`src/rtl/qfs_pkg.sv`:
```
// shared types, constants and helpers of the quoted field splitter
package qfs_pkg;

  localparam logic [8:0] WS_SELECT   = 9'd256;
  localparam logic [7:0] QUOTE_BYTE  = 8'h22;
  localparam logic [7:0] ESCAPE_BYTE = 8'h5C;

  localparam logic CFG_SEPARATOR  = 1'b0;
  localparam logic CFG_MAX_SPLITS = 1'b1;

  typedef enum logic [2:0] {
    ST_IDLE,
    ST_FLUSH,
    ST_BYTE,
    ST_OVF,
    ST_FIN,
    ST_END
  } state_t;

  typedef struct packed {
    logic       flush;
    logic       byte_out;
    logic       ovf;
    logic       fin;
    logic       end_out;
    logic       end_disc;
    logic [7:0] byte_val;
  } plan_t;

  function automatic logic is_ws(input logic [7:0] c);
    return (c == 8'd32) || ((c >= 8'd9) && (c <= 8'd13));
  endfunction

  // first result kind of the plan that comes after cur
  function automatic state_t stage_after(input plan_t p, input state_t cur);
    state_t r;
    r = ST_IDLE;
    if (p.end_out && (cur < ST_END)) r = ST_END;
    if (p.fin && (cur < ST_FIN)) r = ST_FIN;
    if (p.ovf && (cur < ST_OVF)) r = ST_OVF;
    if (p.byte_out && (cur < ST_BYTE)) r = ST_BYTE;
    if (p.flush && (cur < ST_FLUSH)) r = ST_FLUSH;
    return r;
  endfunction

endpackage

```
`src/rtl/quoted_field_splitter.sv`:
```
// top level of the quoted field splitter
//
//  channel  dir  handshake           payload
//  s_*      in   s_tvalid/s_tready   tdata byte_value, tuser byte_present, tlast string_end
//  m_*      out  m_tvalid/m_tready   tdata out_byte, tuser flags, tlast run_last
//  cfg_*    in   cfg_we              cfg_index register, cfg_wdata value
//
// an item is taken when s_tvalid and s_tready are high; an item that gives results keeps
// the input closed until its last result, one result per cycle from the sequencer into
// the output register while it is not stalled; flushed whitespace is read from the pending
// ram, one entry per cycle; items with no result leave the input open
// synchronous reset clears all control state; the pending ram needs no clearing
// a stalled output holds the sequencer, and with it the input
module quoted_field_splitter #(
  parameter int PENDING_DEPTH = 32
) (
  input  logic        clk,
  input  logic        rst,
  input  logic        s_tvalid,
  output logic        s_tready,
  input  logic [7:0]  s_tdata,   // byte_value
  input  logic        s_tuser,   // byte_present
  input  logic        s_tlast,   // string_end
  output logic        m_tvalid,
  input  logic        m_tready,
  output logic [7:0]  m_tdata,   // out_byte
  output logic [3:0]  m_tuser,   // out_byte_valid, field_done, field_discard, space_overflow
  output logic        m_tlast,   // run_last
  input  logic        cfg_we,
  input  logic        cfg_index,
  input  logic [16:0] cfg_wdata
);

  localparam int CW = $clog2(PENDING_DEPTH + 1);
  localparam int AW = (PENDING_DEPTH > 1) ? $clog2(PENDING_DEPTH) : 1;

  logic [8:0]          separator;
  logic [16:0]         max_splits;

  logic                in_quotes;
  logic [7:0]          previous_byte;
  logic                field_started;
  logic [16:0]         splits_left;
  logic                raw_tail_mode;
  logic [CW-1:0]       pending_count;
  logic                string_open;

  qfs_pkg::state_t     state, state_next, stage_nxt;
  qfs_pkg::plan_t      plan, plan_next;
  logic [CW-1:0]       fl_left;
  logic [AW-1:0]       idx, idx_next;

  logic                in_quotes_next;
  logic [7:0]          previous_byte_next;
  logic                field_started_next;
  logic [16:0]         splits_left_next;
  logic                raw_tail_mode_next;
  logic [CW-1:0]       pending_count_next;
  logic                string_open_next;

  logic                accept, active, ld, emit;
  logic                ram_we;
  logic [7:0]          ram_rdata;

  logic [7:0]          res_byte;
  logic [3:0]          res_user;
  logic                res_last;

  assign s_tready = (state == qfs_pkg::ST_IDLE);
  assign accept   = s_tvalid && s_tready;
  assign active   = s_tuser || s_tlast;
  assign ld       = !m_tvalid || m_tready;
  assign emit     = ld && (state != qfs_pkg::ST_IDLE);

  // accept path: state update and result plan of one item
  always_comb begin
    logic [16:0]   e_sl;
    logic          e_raw, e_inq, e_fs;
    logic [7:0]    e_prev;
    logic [CW-1:0] e_pc;
    logic          do_feed, do_fin, ws, match;
    e_sl    = string_open ? splits_left : max_splits;
    e_raw   = string_open ? raw_tail_mode : (max_splits == 17'd0);
    e_inq   = string_open && in_quotes;
    e_fs    = string_open && field_started;
    e_prev  = string_open ? previous_byte : 8'd0;
    e_pc    = string_open ? pending_count : '0;
    ws      = qfs_pkg::is_ws(s_tdata);
    match   = (separator == qfs_pkg::WS_SELECT) ? ws : (separator == {1'b0, s_tdata});
    do_feed = 1'b0;
    do_fin  = 1'b0;
    in_quotes_next     = e_inq;
    splits_left_next   = e_sl;
    raw_tail_mode_next = e_raw;
    field_started_next = e_fs;
    pending_count_next = e_pc;
    previous_byte_next = e_prev;
    string_open_next   = 1'b1;
    ram_we    = 1'b0;
    plan_next = '0;
    plan_next.byte_val = s_tdata;
    if (s_tuser) begin
      if (e_raw) begin
        do_feed = 1'b1;
      end else if (e_inq) begin
        do_feed = 1'b1;
        if ((s_tdata == qfs_pkg::QUOTE_BYTE) && (e_prev != qfs_pkg::ESCAPE_BYTE)) begin
          in_quotes_next = 1'b0;
        end
      end else if (s_tdata == qfs_pkg::QUOTE_BYTE) begin
        do_feed = 1'b1;
        in_quotes_next = 1'b1;
      end else if (match) begin
        do_fin = 1'b1;
        if (!e_sl[16] && (e_sl != 17'd0)) begin
          splits_left_next = e_sl - 17'd1;
          if (e_sl == 17'd1) begin
            raw_tail_mode_next = 1'b1;
          end
        end
      end else begin
        do_feed = 1'b1;
      end
      previous_byte_next = s_tdata;
    end
    if (do_feed) begin
      if (ws) begin
        if (e_fs) begin
          if (e_pc < CW'(PENDING_DEPTH)) begin
            ram_we = accept;
            pending_count_next = e_pc + CW'(1);
          end else begin
            plan_next.ovf = 1'b1;
          end
        end
      end else begin
        plan_next.flush    = (e_pc != '0);
        plan_next.byte_out = 1'b1;
        pending_count_next = '0;
        field_started_next = 1'b1;
      end
    end
    if (do_fin) begin
      plan_next.fin = e_fs || (separator != qfs_pkg::WS_SELECT);
      field_started_next = 1'b0;
      pending_count_next = '0;
    end
    if (s_tlast) begin
      if (in_quotes_next) begin
        plan_next.end_out  = 1'b1;
        plan_next.end_disc = 1'b1;
      end else begin
        plan_next.end_out = field_started_next || (separator != qfs_pkg::WS_SELECT);
      end
      in_quotes_next     = 1'b0;
      field_started_next = 1'b0;
      pending_count_next = '0;
      raw_tail_mode_next = 1'b0;
      previous_byte_next = 8'd0;
      string_open_next   = 1'b0;
    end
  end

  // next state
  always_comb begin
    state_next = state;
    stage_nxt  = qfs_pkg::ST_IDLE;
    case (state)
      qfs_pkg::ST_IDLE: begin
        if (accept && active) begin
          state_next = qfs_pkg::stage_after(plan_next, qfs_pkg::ST_IDLE);
        end
      end
      qfs_pkg::ST_FLUSH: begin
        stage_nxt = (fl_left > CW'(1)) ? qfs_pkg::ST_FLUSH :
                    qfs_pkg::stage_after(plan, qfs_pkg::ST_FLUSH);
        if (ld) state_next = stage_nxt;
      end
      default: begin
        stage_nxt = qfs_pkg::stage_after(plan, state);
        if (ld) state_next = stage_nxt;
      end
    endcase
  end

  // result of the current sequencer step
  always_comb begin
    res_byte = 8'd0;
    res_user = 4'b0000;
    res_last = (stage_nxt == qfs_pkg::ST_IDLE);
    case (state)
      qfs_pkg::ST_FLUSH: begin
        res_byte = ram_rdata;
        res_user = 4'b0001;
      end
      qfs_pkg::ST_BYTE: begin
        res_byte = plan.byte_val;
        res_user = 4'b0001;
      end
      qfs_pkg::ST_OVF: res_user = 4'b1000;
      qfs_pkg::ST_FIN: res_user = 4'b0010;
      qfs_pkg::ST_END: res_user = plan.end_disc ? 4'b0100 : 4'b0010;
      default: res_user = 4'b0000;
    endcase
  end

  always_comb begin
    idx_next = idx;
    if (accept) begin
      idx_next = '0;
    end else if (emit && (state == qfs_pkg::ST_FLUSH)) begin
      idx_next = idx + AW'(1);
    end
  end

  qfs_ram #(
    .WIDTH(8),
    .DEPTH(PENDING_DEPTH)
  ) u_pending (
    .clk   (clk),
    .we    (ram_we),
    .waddr (pending_count_next[AW-1:0] - AW'(1)),
    .wdata (s_tdata),
    .raddr (idx_next),
    .rdata (ram_rdata)
  );

  always_ff @(posedge clk) begin
    if (rst) begin
      separator  <= qfs_pkg::WS_SELECT;
      max_splits <= 17'h1FFFF;
    end else if (cfg_we) begin
      case (cfg_index)
        qfs_pkg::CFG_SEPARATOR:  separator  <= cfg_wdata[8:0];
        qfs_pkg::CFG_MAX_SPLITS: max_splits <= cfg_wdata;
        default: ;
      endcase
    end
  end

  always_ff @(posedge clk) begin
    if (rst) begin
      state         <= qfs_pkg::ST_IDLE;
      in_quotes     <= 1'b0;
      previous_byte <= 8'd0;
      field_started <= 1'b0;
      splits_left   <= 17'd0;
      raw_tail_mode <= 1'b0;
      pending_count <= '0;
      string_open   <= 1'b0;
      fl_left       <= '0;
      idx           <= '0;
      m_tvalid      <= 1'b0;
    end else begin
      state <= state_next;
      idx   <= idx_next;
      if (accept && active) begin
        in_quotes     <= in_quotes_next;
        previous_byte <= previous_byte_next;
        field_started <= field_started_next;
        splits_left   <= splits_left_next;
        raw_tail_mode <= raw_tail_mode_next;
        pending_count <= pending_count_next;
        string_open   <= string_open_next;
        fl_left       <= plan_next.flush ?
                         (string_open ? pending_count : '0) : '0;
      end else if (emit && (state == qfs_pkg::ST_FLUSH)) begin
        fl_left <= fl_left - CW'(1);
      end
      if (emit) begin
        m_tvalid <= 1'b1;
      end else if (m_tready) begin
        m_tvalid <= 1'b0;
      end
    end
  end

  always_ff @(posedge clk) begin
    if (accept && active) begin
      plan <= plan_next;
    end
    if (emit) begin
      m_tdata <= res_byte;
      m_tuser <= res_user;
      m_tlast <= res_last;
    end
  end

endmodule

```
`src/rtl/qfs_ram.sv`:
```
// generic single write port ram with registered read
module qfs_ram #(
  parameter int WIDTH = 8,
  parameter int DEPTH = 32
) (
  input  logic                                      clk,
  input  logic                                      we,
  input  logic [((DEPTH > 1) ? $clog2(DEPTH) : 1)-1:0] waddr,
  input  logic [WIDTH-1:0]                          wdata,
  input  logic [((DEPTH > 1) ? $clog2(DEPTH) : 1)-1:0] raddr,
  output logic [WIDTH-1:0]                          rdata
);

  logic [WIDTH-1:0] mem [DEPTH];

  always_ff @(posedge clk) begin
    if (we) begin
      mem[waddr] <= wdata;
    end
    rdata <= mem[raddr];
  end

endmodule

```
`config.mk`:
```
export PLATFORM = sky130hd
export DESIGN_NAME = quoted_field_splitter
export DESIGN_NICKNAME = d
export VERILOG_FILES = /design/src/rtl/qfs_pkg.sv /design/src/rtl/quoted_field_splitter.sv /design/src/rtl/qfs_ram.sv
export SDC_FILE = /design/constraint.sdc
export NUM_CORES = 1
export LEC_CHECK = 0
export ABC_AREA = 1
export BUFFER_PORTS_ARGS = -buffer_cell sky130_fd_sc_hd__buf_4
export CAP_MARGIN = 20
export CORE_AREA = 3 3 222 224
export CTS_CLUSTER_SIZE = 30
export DETAILED_ROUTE_END_ITERATION = 7
export DIE_AREA = 0 0 225 227
export PLACE_DENSITY_LB_ADDON = 0.15
export SLEW_MARGIN = 20
export SYNTH_ARGS = -nofsm -noshare
export SYNTH_HDL_FRONTEND = slang
export SYNTH_HIERARCHICAL = 1
export SYNTH_SLANG_ARGS = --single-unit
```
`constraint.sdc`:
```
create_clock -name clk -period 4.3 [get_ports clk]
set_input_delay 0.43 -clock clk [delete_from_list [all_inputs] [get_ports clk]]
set_output_delay 0.43 -clock clk [all_outputs]
set_load 0.005 [all_outputs]
```
Yosys cells after proc, flatten, opt, wreduce, memory -nomap -nowiden:

Memories as Yosys holds them, arrays and structs flattened. A register that Yosys moved wholly into a read port is not among the register bits.
Index checks and enable logic that the tools add are counted.

* register bits after elaboration: 103
* memory bits (writable): 256
* bits of input ports: 33
* logic and storage cells: 180
* memories kept: 1

Memory list
* u_pending.mem: depth 32, bits a word 8, read ports 1, clocked after Yosys merged registers in 1, wr ports 1, RTL line qfs_ram.sv:14 `logic [WIDTH-1:0] mem [DEPTH];`

* add/sub/neg operators: 5
* magnitude comparators: 9
* equal/unequal tests: 14
* mux-type cells: 93
* bitwise operators: 1
* reductions and logical operators: 34

Operators by type and width (number)
* 17-bit 2-to-1 mux: 7
* 3-bit 2-to-1 mux: 20
* 6-bit 2-to-1 mux: 10
* 1-bit 2-to-1 mux: 45
* 8-bit 2-to-1 mux: 3
* 17-bit by 1-bit equality test with 1-bit output (second input constant): 1
* 17-bit zero test: 1
* 17-bit nonzero test: 1
* 17-bit by 1-bit subtractor with 17-bit output (second input constant): 1
* 8-bit by 6-bit equality test with 1-bit output (second input constant): 2
* 4-bit case mux with 4 select lines: 1
* 8-bit case mux with 2 select lines: 1
* 1-bit logical AND: 14
* 3-bit case mux with 2 select lines: 2
* 5-bit 2-to-1 mux: 2
* 9-bit by 8-bit equality test with 1-bit output: 1
* 9-bit equality test (second input constant): 1
* 9-bit inequality test (second input constant): 1
* 8-bit by 4-bit greater-or-equal comparator with 1-bit output (second input constant): 1
* 8-bit by 4-bit less-or-equal comparator with 1-bit output (second input constant): 1
* 8-bit by 7-bit inequality test with 1-bit output (second input constant): 1
* 6-bit by 1-bit adder with 6-bit output (second input constant): 1
* 3-bit by 2-bit equality test with 1-bit output (second input constant): 2
* 3-bit equality test (second input constant): 2
* 22 further kinds: 34

Longest topological paths before layout:

* word-level depth: 21
* depth in mapped cells: 21

Modules after synthesis:

The synthesis kept the hierarchy.

Modules (own cells, without submodules)
* qfs_ram: instances 1, cells an instance 922, area an instance 10786.6 µm²
* quoted_field_splitter: instances 1, cells an instance 786, area an instance 5714.2 µm²

Least setup slack after synthesis:

Ideal clock, no wire load.

* kind: reg-to-reg
* from: register string_open
* to: memory u_pending.mem[30][0] (enable)
* library setup time: 0.371 ns
* arrival: 2.658 ns
* slack: 1.271 ns
* stages on the path, launching flop included: 20
* buffers on the path: 2
* path through: dfxtp_1 -> buf_6 -> inv_6 -> buf_6 -> nand2_1 -> nor2_1 -> nand3_1 -> nand2_2 -> nor2_1 -> nand3_2 -> nand2_2 -> inv_1 -> nand4_1 -> nand2_1 -> inv_1 -> ha_1 -> inv_1 -> xor2_1 -> nand3_1 -> nor2_1

* longest elaborated chain between the ends: 9
* elaborated cells between the ends (all ways): 25

RTL lines
* start, declared: RTL line quoted_field_splitter.sv:46 `logic string_open;`
* start signal, assigned: RTL line quoted_field_splitter.sv:264 `string_open <= string_open_next;`
* 6-bit 2-to-1 mux: RTL line quoted_field_splitter.sv:87 `e_pc = string_open ? pending_count : '0;`
* 6-bit by 1-bit adder with 6-bit output or 6-bit < comparator (tied branches): RTL line quoted_field_splitter.sv:131, quoted_field_splitter.sv:129
* 6-bit 2-to-1 mux: RTL line quoted_field_splitter.sv:129 `if (e_pc < CW'(PENDING_DEPTH)) begin`
* 6-bit 2-to-1 mux: RTL line quoted_field_splitter.sv:128 `if (e_fs) begin`
* 6-bit 2-to-1 mux: RTL line quoted_field_splitter.sv:127 `if (ws) begin`
* 6-bit 2-to-1 mux: RTL line quoted_field_splitter.sv:126 `if (do_feed) begin`
* 6-bit 2-to-1 mux: RTL line quoted_field_splitter.sv:143 `if (do_fin) begin`
* 6-bit 2-to-1 mux: RTL line quoted_field_splitter.sv:148 `if (s_tlast) begin`
* 5-bit by 1-bit subtractor with 5-bit output: RTL line quoted_field_splitter.sv:222 `.waddr (pending_count_next[AW-1:0] - AW'(1)),`
* end, declared: RTL line qfs_ram.sv:14

Parallel ways exist; a longest one is shown, timed or not.

Worst setup path in the final report:

* from: register string_open
* to: memory u_pending.mem[0][7] (enable)

Same word-level chain as after synthesis.

==> results.json <==
{
  "status": "complete, no violations",
  "wl_per_cell_um": 18.6,
  "syn_nets": 1750,
  "synth-seq-area-share_pct": 61.7,
  "crit_start": "string_open",
  "crit_chain": "buf_4 > inv_6 > nand2_1 > nor2_1 > nand3_1 > nand2_2 > nor2_1 > nand3_2 > nand2_2 > inv_1 > nand4_1 > nand2_1 > inv_1 > ha_1 > inv_1 > o21bai_1 > nand2_1 > inv_1 > nand3_1 > nor2_1",
  "max_clock_freq_ghz": 0.278,
  "peakVddDrop_mv": 0.340,
  "path_clk_slew_ns": 0.06,
  "highest_layer": "met4",
  "overflow": 0,
  "num_rows": 80,
  "synth_edf_count": 283,
  "pwr_density_cell_mw_per_mm2": 576,
  "synthCells": 1708,
  "area_growth_pct": 15.1,
  "worstHoldPathType": "primary input to flop",
  "yosysMostFrequentCell": "nand2_1",
  "crit_top_cell": "inv_1",
  "die_w_um": 225,
  "die_h_um": 227,
  "yosys_warnings": 6,
  "ios": 48,
  "cts_tree": "built",
  "m1WireLength_mm": 21.4,
  "ant_nets": 0,
  "synth_seq_cells": 367,
  "drv_cap": 0,
  "start_kind": "flop",
  "fin_skew_ns": 0.0273,
  "drive_gt1_share_pct": 12.3,
  "synth_area_per_cell_sq_um": 9.66,
  "worstSetupEndpointType": "flop",
  "setup_viol_count_final": 0,
  "drt-initial-drc-count": 841,
  "antenna_found_initial": 0,
  "r2r-start": "string_open",
  "hold_buffers": 0,
  "crit_family": "simple AND/OR/NAND/NOR gates",
  "coreArea_sq_mm": 0.0475,
  "cts_resized": 0,
  "final.setup.worst_slack_ns": 0.698,
  "ctsLongestPathBuffers": 3,
  "r2r_slack_ns": 0.70,
  "stdcell_count": 2426,
  "wl_met2_mm": 20.7,
  "setup_tns_ns": 0,
  "path_class": "flop to flop",
  "finalMaxSlewViolations": 0,
  "cts-root-buf": "clkbuf_16",
  "n_antenna_cell": 0,
  "cts.sinks": 367,
  "initial_utilization_pct": 34.7,
  "crit_fanout": 8,
  "grt_pass1_vias": 11600,
  "crit_required_ns": 4.49,
  "layout_min_cycle_time_ns": 3.60,
  "dr_wl_met3_mm": 1.90,
  "rsz0062_at_grt": "false",
  "gp_congestion": 0.835,
  "critPathSlowestCell": "nor2_1",
  "grt_max_degree": 129,
  "max_stage_delay_ns": 0.60,
  "pre_cts_ws_ns": 0.377,
  "worst_pin_slew_ns": 0.977,
  "clk-insertion-delay-late_ns": 0.56,
  "cts_buffers": 41,
  "dp_cells": 2351,
  "finalNetCount": 1821,
  "slew-limit-headroom_pct": 34.8,
  "worst-endpoint-arrival_ns": 3.80,
  "dr.pass1.iters": 4,
  "grt_pass1_wl_mm": 69.0,
  "finalCritPeriodShare_pct": 83.8,
  "dieArea_sq_mm": 0.0511,
  "synth_common_cells": "nand2_1 (536), edfxtp_1 (283), nand3_1 (248), nor2_1 (110), inv_1 (109)",
  "syn-cell-area_sq_mm": 0.0165,
  "leakage_nw": 7.49,
  "final.fill_count": 4720,
  "finalHoldViolations": 0,
  "drc": 0,
  "ys_top_cells_by_area": "edfxtp_1 (52%), nand2_1 (12%), dfxtp_1 (10%)",
  "io_buffers": 47,
  "synth-async-reset-ratio_pct": 0,
  "cts_max_level": 2,
  "min_from": "cfg_wdata[12]",
  "via_per_inst": 4.95,
  "yosysTopAreaCellShare_pct": 51.5,
  "path_buf_inv": 6,
  "cts_setup_buffers": 0,
  "grt_util_all_layers_pct": 17.6,
  "via_count": 12000,
  "synth_ff_type": "edfxtp_1",
  "dp_hpwl_mm": 28.7,
  "wl_mm": 45.1,
  "ys_types": 49,
  "synth_top_area_cell": "edfxtp_1"
}
state kept, by name, summed over array words and instances, names as in the netlist, 6 cells and up:
name	count
max_splits	17
plan	14
fl_left	6
splits_left	17
separator	9
u_pending/rdata	8
pending_count	6
u_pending/mem	256
previous_byte	8
m_tdata	8
stage by stage:
step | hold WS (ns) | utilization, % | power [mW] | area, sq um
2_1_floorplan | 0.440 | - | 6.53 | 16500
3_3_place_gp | 0.452 | 37.0 | 7.39 | 17600
3_5_place_dp | 0.456 | 37.0 | 7.40 | 17600
4_1_cts | 0.0342 | 39.9 | 11.1 | 19000
5_1_grt | 0.0595 | 39.9 | 11.6 | 19000
6_report | 0.0711 | 39.9 | 10.9 | 19000
cells by family after synthesis:
| logic type | after synthesis | share of synthesized area, % |
|---|---|---|
| xor+xnor | 18 | 0.955 |
| flops | 367 | 61.7 |
| buf+inv | 194 | 5.94 |
| compound gates | 142 | 4.93 |
| simple gates | 978 | 25.8 |
| fa+ha+maj | 9 | 0.682 |
power by group:
| part | switching (mW) | leakage, nW | internal [mW] |
|---|---|---|---|
| clock network | 1.44 | 0.690 | 2.20 |
| logic | 2.12 | 3.55 | 0.916 |
| registers | 0.133 | 3.25 | 4.12 |
cell usage in the layout, fill, tap and decap left out, drive strengths merged, types with 13 or more instances in the layout:
cell type and n:
a21oi 56, buf 107, clkbuf 47, clkinv 17, dfxtp 84, edfxtp 283
inv 118, nand2 548, nand3 252, nand4 17, nor2 123, nor3 17
o21ai 58, xor2 13
worst register-to-register path, stage by stage (launching register included):
cell      delay (ns)
dfxtp_1         0.33
buf_4           0.15
inv_6           0.03
nand2_1         0.08
nor2_1          0.05
nand3_1         0.13
nand2_2         0.11
nor2_1          0.14
nand3_2         0.13
nand2_2         0.14
inv_1           0.09
nand4_1         0.09
nand2_1         0.07
inv_1           0.16
ha_1            0.20
inv_1           0.06
o21bai_1        0.14
nand2_1         0.14
inv_1           0.13
nand3_1         0.26
nor2_1          0.60
path summary, 6_finish.rpt:
path / endpoint / cells past startpoint
hold reg to reg: previous_byte[7] / 2
setup reg to reg: u_pending/mem[0][7] / 20
setup / recovery: u_pending/mem[0][7] / 20
hold / removal: max_splits[12] / 3
metal layers:
layer	global-route usage (%)	vias up
met5	0	-
met4	5.45	0
met3	2.19	71
met2	28.2	269
met1	25.0	5747
li1	-	5926
cell type report:
cell class	count	area [sq um]	area share (%)
sequential	367	10200	53.6
multi-input combinational	1147	5370	28.3
clock buffer	47	1100	5.80
timing repair buffer	107	828	4.36
tap	615	769	4.05
inverter	115	440	2.32
clock inverter	28	300	1.58
Note: power is estimated with default switching activity, not from simulation.
